--- src/pqbp_pkg.sv ---
package pqbp_pkg;

  localparam int unsigned ColorW = 24;
  localparam int unsigned ChanW  = 8;
  localparam int unsigned PlaneW = 8;
  localparam int unsigned SqW    = 2 * ChanW;
  // three squared channel differences summed
  localparam int unsigned DistW  = SqW + 2;
  localparam int unsigned NumPal = 4;
  localparam int unsigned PalIdxW = $clog2(NumPal);

  localparam int unsigned PixelsPerByteDef = 8;

  localparam logic [ColorW-1:0] PalZeroRst  = 24'hFFFFFF;
  localparam logic [ColorW-1:0] PalOneRst   = 24'h00FF00;
  localparam logic [ColorW-1:0] PalTwoRst   = 24'h000000;
  localparam logic [ColorW-1:0] PalThreeRst = 24'h0000FF;

  typedef enum logic [PalIdxW-1:0] {
    REG_PAL_ZERO  = 2'd0,
    REG_PAL_ONE   = 2'd1,
    REG_PAL_TWO   = 2'd2,
    REG_PAL_THREE = 2'd3
  } cfg_reg_e;

  typedef logic [DistW-1:0] dist_t;

  function automatic logic [SqW-1:0] chan_sq_diff(input logic [ChanW-1:0] a,
                                                  input logic [ChanW-1:0] b);
    logic [ChanW-1:0] d;
    d = (a >= b) ? (a - b) : (b - a);
    return {{ChanW{1'b0}}, d} * {{ChanW{1'b0}}, d};
  endfunction

  function automatic dist_t color_dist(input logic [ColorW-1:0] p,
                                       input logic [ColorW-1:0] c);
    logic [SqW-1:0] r;
    logic [SqW-1:0] g;
    logic [SqW-1:0] b;
    r = chan_sq_diff(p[7:0], c[7:0]);
    g = chan_sq_diff(p[15:8], c[15:8]);
    b = chan_sq_diff(p[23:16], c[23:16]);
    return {2'b00, r} + {2'b00, g} + {2'b00, b};
  endfunction

endpackage

--- src/palette_quantize_bitplane_pack.sv ---
// Maps each 24-bit RGB pixel (red in bits 7:0) to the nearest of four palette
// colours by squared distance, lowest index winning a tie, and packs bit 0 and
// bit 1 of the chosen index into two plane bytes, first pixel in bit 0. Every
// PIXELS_PER_BYTE pixels one transfer carries both bytes; pixels beyond the
// eighth of a group only count towards its length. One pixel is taken per
// clock while in_stall_o is low. The path is three registers deep: input
// register, four parallel distance units feeding a distance register, then a
// compare tree and the plane accumulators feeding the output register. A
// group's bytes follow its last pixel through all three. Palette writes
// take effect at once and are meant for when the block is idle.
module palette_quantize_bitplane_pack
  import pqbp_pkg::*;
#(
  parameter int unsigned PIXELS_PER_BYTE = PixelsPerByteDef
) (
  input  logic                clk_i,
  input  logic                rst_ni,
  input  logic                cfg_we_i,
  input  logic [PalIdxW-1:0]  cfg_index_i,
  input  logic [ColorW-1:0]   cfg_wdata_i,
  input  logic                in_valid_i,
  output logic                in_stall_o,
  input  logic [ColorW-1:0]   pixel_color_i,
  output logic                out_valid_o,
  input  logic                out_stall_i,
  output logic [PlaneW-1:0]   plane_low_byte_o,
  output logic [PlaneW-1:0]   plane_high_byte_o
);

  localparam int unsigned PosW = $clog2(PIXELS_PER_BYTE);
  localparam logic [PosW-1:0] PosLast = PosW'(PIXELS_PER_BYTE - 1);

  logic [ColorW-1:0] pal_q [NumPal];

  logic              pix_valid_q;
  logic [ColorW-1:0] pix_q;
  logic              dist_valid_q;
  dist_t             dist_q [NumPal];
  logic [PosW-1:0]   pos_q, pos_d;
  logic [PlaneW-1:0] acc_lo_q, acc_lo_d;
  logic [PlaneW-1:0] acc_hi_q, acc_hi_d;
  logic              out_valid_q, out_valid_d;
  logic [PlaneW-1:0] plane_lo_q, plane_hi_q;

  logic                out_free;
  logic                last_pix;
  logic                dist_take;
  logic                dist_load;
  logic                pix_load;
  logic [PalIdxW-1:0]  best01, best23, best;
  dist_t               min01, min23;
  logic [PlaneW-1:0]   pos_mask;
  logic [PlaneW-1:0]   lo_next, hi_next;

  // palette registers
  always_ff @(posedge clk_i or negedge rst_ni) begin
    if (!rst_ni) begin
      pal_q[REG_PAL_ZERO]  <= PalZeroRst;
      pal_q[REG_PAL_ONE]   <= PalOneRst;
      pal_q[REG_PAL_TWO]   <= PalTwoRst;
      pal_q[REG_PAL_THREE] <= PalThreeRst;
    end else if (cfg_we_i) begin
      pal_q[cfg_index_i] <= cfg_wdata_i;
    end
  end

  // stage handshakes: each stage loads when empty or when it moves on
  assign out_free   = !out_valid_q || !out_stall_i;
  assign last_pix   = (pos_q == PosLast);
  assign dist_take  = dist_valid_q && (!last_pix || out_free);
  assign dist_load  = !dist_valid_q || dist_take;
  assign pix_load   = !pix_valid_q || dist_load;
  assign in_stall_o = !pix_load;

  always_ff @(posedge clk_i or negedge rst_ni) begin
    if (!rst_ni) begin
      pix_valid_q  <= 1'b0;
      dist_valid_q <= 1'b0;
    end else begin
      if (pix_load) begin
        pix_valid_q <= in_valid_i;
      end
      if (dist_load) begin
        dist_valid_q <= pix_valid_q;
      end
    end
  end

  always_ff @(posedge clk_i) begin
    if (pix_load && in_valid_i) begin
      pix_q <= pixel_color_i;
    end
  end

  // four distance units in parallel
  always_ff @(posedge clk_i) begin
    if (dist_load && pix_valid_q) begin
      for (int i = 0; i < NumPal; i++) begin
        dist_q[i] <= color_dist(pix_q, pal_q[i]);
      end
    end
  end

  // compare tree; strict less-than keeps the lower index on a tie
  always_comb begin
    best01 = (dist_q[1] < dist_q[0]) ? PalIdxW'(1) : PalIdxW'(0);
    min01  = (dist_q[1] < dist_q[0]) ? dist_q[1] : dist_q[0];
    best23 = (dist_q[3] < dist_q[2]) ? PalIdxW'(3) : PalIdxW'(2);
    min23  = (dist_q[3] < dist_q[2]) ? dist_q[3] : dist_q[2];
    best   = (min23 < min01) ? best23 : best01;
  end

  // one-hot bit for the current position, empty past the eighth pixel
  always_comb begin
    for (int k = 0; k < PlaneW; k++) begin
      pos_mask[k] = ({{(32-PosW){1'b0}}, pos_q} == 32'(k));
    end
  end

  always_comb begin
    lo_next = acc_lo_q | (pos_mask & {PlaneW{best[0]}});
    hi_next = acc_hi_q | (pos_mask & {PlaneW{best[1]}});
    pos_d       = pos_q;
    acc_lo_d    = acc_lo_q;
    acc_hi_d    = acc_hi_q;
    out_valid_d = out_valid_q && out_stall_i;
    if (dist_take) begin
      if (last_pix) begin
        pos_d       = '0;
        acc_lo_d    = '0;
        acc_hi_d    = '0;
        out_valid_d = 1'b1;
      end else begin
        pos_d    = pos_q + PosW'(1);
        acc_lo_d = lo_next;
        acc_hi_d = hi_next;
      end
    end
  end

  always_ff @(posedge clk_i or negedge rst_ni) begin
    if (!rst_ni) begin
      pos_q       <= '0;
      acc_lo_q    <= '0;
      acc_hi_q    <= '0;
      out_valid_q <= 1'b0;
    end else begin
      pos_q       <= pos_d;
      acc_lo_q    <= acc_lo_d;
      acc_hi_q    <= acc_hi_d;
      out_valid_q <= out_valid_d;
    end
  end

  always_ff @(posedge clk_i) begin
    if (dist_take && last_pix) begin
      plane_lo_q <= lo_next;
      plane_hi_q <= hi_next;
    end
  end

  assign out_valid_o       = out_valid_q;
  assign plane_low_byte_o  = plane_lo_q;
  assign plane_high_byte_o = plane_hi_q;

endmodule
--- config.mk ---
export PLATFORM = sky130hd
export DESIGN_NAME = palette_quantize_bitplane_pack
export DESIGN_NICKNAME = d
export VERILOG_FILES = /design/src/pqbp_pkg.sv /design/src/palette_quantize_bitplane_pack.sv
export SDC_FILE = /design/constraint.sdc
export NUM_CORES = 2
export LEC_CHECK = 0
export BUFFER_PORTS_ARGS = -buffer_cell sky130_fd_sc_hd__clkbuf_2
export CORE_UTILIZATION = 45
export CTS_CLUSTER_DIAMETER = 120
export DETAILED_ROUTE_END_ITERATION = 10
export GPL_TIMING_DRIVEN = 1
export PLACE_DENSITY = 0.61
export SYNTH_ARGS = -nofsm -noshare
export SYNTH_HDL_FRONTEND = slang
export SYNTH_SLANG_ARGS = --single-unit
--- constraint.sdc ---
create_clock -name clk_i -period 10.1 [get_ports clk_i]
set_input_delay 1.01 -clock clk_i [delete_from_list [all_inputs] [get_ports clk_i]]
set_output_delay 1.01 -clock clk_i [all_outputs]
set_load 0.005 [all_outputs]
==> flow_summary.toml <==
[status]
status = "finished, final reports clean"

[synthesis]
synthesis.nets = 5191
syn_avg_cell_area_um2 = 9.62
async_flop_share = 0.513
synth-edff-count = 112
synthFlopType = "edfxtp_1"
syn_inst = 4033
yosysWarnings = 0
ys_ff_latch = 230
ys_seq_area_frac = 0.164
synth_area_um2 = 38800
synthDistinctLibCells = 102

[drt]
drt_first_pass_iters = 7
wire_per_inst_um = 18.3
drt_iter0_markers = 1593
ant_nets = 0
drcViolationCount = 0
vias = 27100
finalWirelength_mm = 97.7
viasPerCell = 5.08

[grt]
grt_overflow_total = 0
grt_usage = 0.232
antenna_found_initial = 2
grt_pass1_vias = 28300
grt_max_degree = 73
grt_pass1_wl_mm = 157

[clock_tree]
cts_htree_levels = 1
cts_made_buffers = 31
clock_sinks = 230
root_buffer = "clkbuf_16"
cts_tree = "built"
clock_path_buffers = 3
path_clk_slew_ns = 0.06
clock_latency_ns = 0.61

[sta]
min_period_ns = 9.56
whs_ns = 0.495
clock.fmax_mhz = 105
fin_setup_tns_ns = 0
hold_viol = 0
setup_viol = 0
slew_viol_final = 0
final.setup_skew_ns = 0.0184
rsz0062_at_grt = "no"
max_slew.worst_pin.slew_ns = 1.04
fin_crit_sh = 0.947
relSlewSlack = 0.307

[place]
gp_congestion = 0.895
dpl_cell_area_um2 = 41000
io_buffer_count = 72
dp.final_hpwl_mm = 83.0
place_inst = 5278

[worst_setup_path]
critPathMaxStageDelay_ns = 0.53
crit_type = "flop to flop"
endpoint_kind = "flop"
crit_required_ns = 10.51
ff2ff_setup_slack_ns = 0.54
crit_path_max_fanout = 6
cp_common_cell = "fa_1"
cp_data_arrival_time_ns = 9.97
start_kind = "flop"
cpMaxStageDelayCell = "fa_1"

[cells_and_area]
instances_no_fill = 5338
area_growth_pct = 8.50
drive_gt1_frac = 0.106
layout.nets = 5326
final_cell_area_um2 = 42100

[floorplanning]
core_um2 = 85300
io_pins = 73
die_h_um = 296
initial_utilization = 0.455
fp.dieW_um = 296
die_area_um2 = 87400
rows = 107

[run]
max_cap_viol_count = 0

[worst_hold_path]
hold_class = "flop to flop"
-- kinds of logic after synthesis --
family / count (synthesis) / synth area share
buffers and inverters: 1081 / 0.106
xor gates and xnor gates: 129 / 0.0323
AOI/OAI and AO/OA: 529 / 0.0961
and+or+nand+nor: 804 / 0.0952
DFF: 230 / 0.164
adders and majority gates: 1103 / 0.463
muxes: 157 / 0.0442
-- registers in the layout, indices dropped and copies added (netlist names) --
signal,cells
pal_q,96
dist_q,72
pix_q,24
acc_hi_q,8
acc_lo_q,8
plane_high_byte_o,8
plane_low_byte_o,8
pos_q,3
dist_valid_q,1
out_valid_o,1
pix_valid_q,1
-- stage by stage --
step,setup WS (ns),util
after global routing,0.0102,0.494
after CTS,0.487,0.493
after global placement,0.693,0.481
after detailed placement,0.490,0.481
after floorplan,1.37,-
final,0.539,0.494
-- critical path, delay by kind of cell (launching register included) --
kind            cells  cell delay (ns)
buf+inv             6             0.50
compound gates     11             2.91
simple gates        3             0.42
mux                 1             0.32
xor+xnor            1             0.50
fa+ha+maj          10             4.23
flops               1             0.46
-- per-layer routing --
metal | global-route usage | routed length, um | vias up
met5 | 0 | 28 | -
met4 | 0.0523 | 2460 | 4
met1 | 0.336 | 46900 | 13400
met3 | 0.0272 | 4620 | 123
li1 | - | - | 13000
met2 | 0.371 | 43700 | 582
-- synth_stat cells (all sizes together), types with 28 or more instances --
master / n / area [um^2]
edfxtp: 112 / 3360
nand2: 177 / 669
nor2b: 28 / 175
a211oi: 32 / 250
or2: 36 / 225
nand3: 30 / 155
nor2: 351 / 1320
nor3: 31 / 160
dfrtp: 78 / 1950
nand2b: 52 / 325
dfstp: 40 / 1050
a21oi: 132 / 709
a21o: 63 / 473
mux2i: 58 / 584
fa: 553 / 11100
mux2: 99 / 1130
xor2: 39 / 375
o21ai: 119 / 614
inv: 1030 / 3870
ha: 550 / 6880
xnor2: 90 / 878
clkbuf: 36 / 135
-- repair_timing --
item / 4_1_cts / 5_1_grt
resized for setup: 0 / 4
hold endpoints to repair: 0 / 0
setup endpoints to repair: 0 / 3
setup buffers: 0 / 1
hold buffers: 0 / 0
-- worst paths after layout --
path / to / cells past startpoint / startpoint
setup / recovery: dist_q[0][17] / 32 / pix_q[16]
hold / removal: acc_lo_q[7] / 1 / acc_lo_q[7]
setup reg to reg: dist_q[0][17] / 32 / pix_q[16]
hold reg to reg: acc_lo_q[7] / 1 / acc_lo_q[7]
max in group asynchronous: acc_hi_q[0] / 2 / rst_ni
min in group asynchronous: pal_q[10] / 1 / rst_ni
-- area by class of cell --
class / instances / area, um^2
inverters: 1031 / 3870
clock inverters: 20 / 216
repair buffers: 152 / 963
multi-input cells: 2722 / 28400
clock buffers: 38 / 865
diodes: 1 / 2.50
fillers: 8079 / 43200
well taps: 1144 / 1430
flip-flops and latches: 230 / 6370
-- layout by cell type (no fill, tap or decap), drive strengths merged, types with 78 or more instances in the layout --
cell type	count
a21oi	132
buf	81
clkbuf	109
dfrtp	78
edfxtp	112
fa	553
ha	550
inv	1036
mux2	99
nand2	177
nor2	351
o21ai	119
xnor2	90
Power is left out: the tool's default activity adds up to more than one toggle a clock period on the data nets, which glitch-free logic cannot reach.
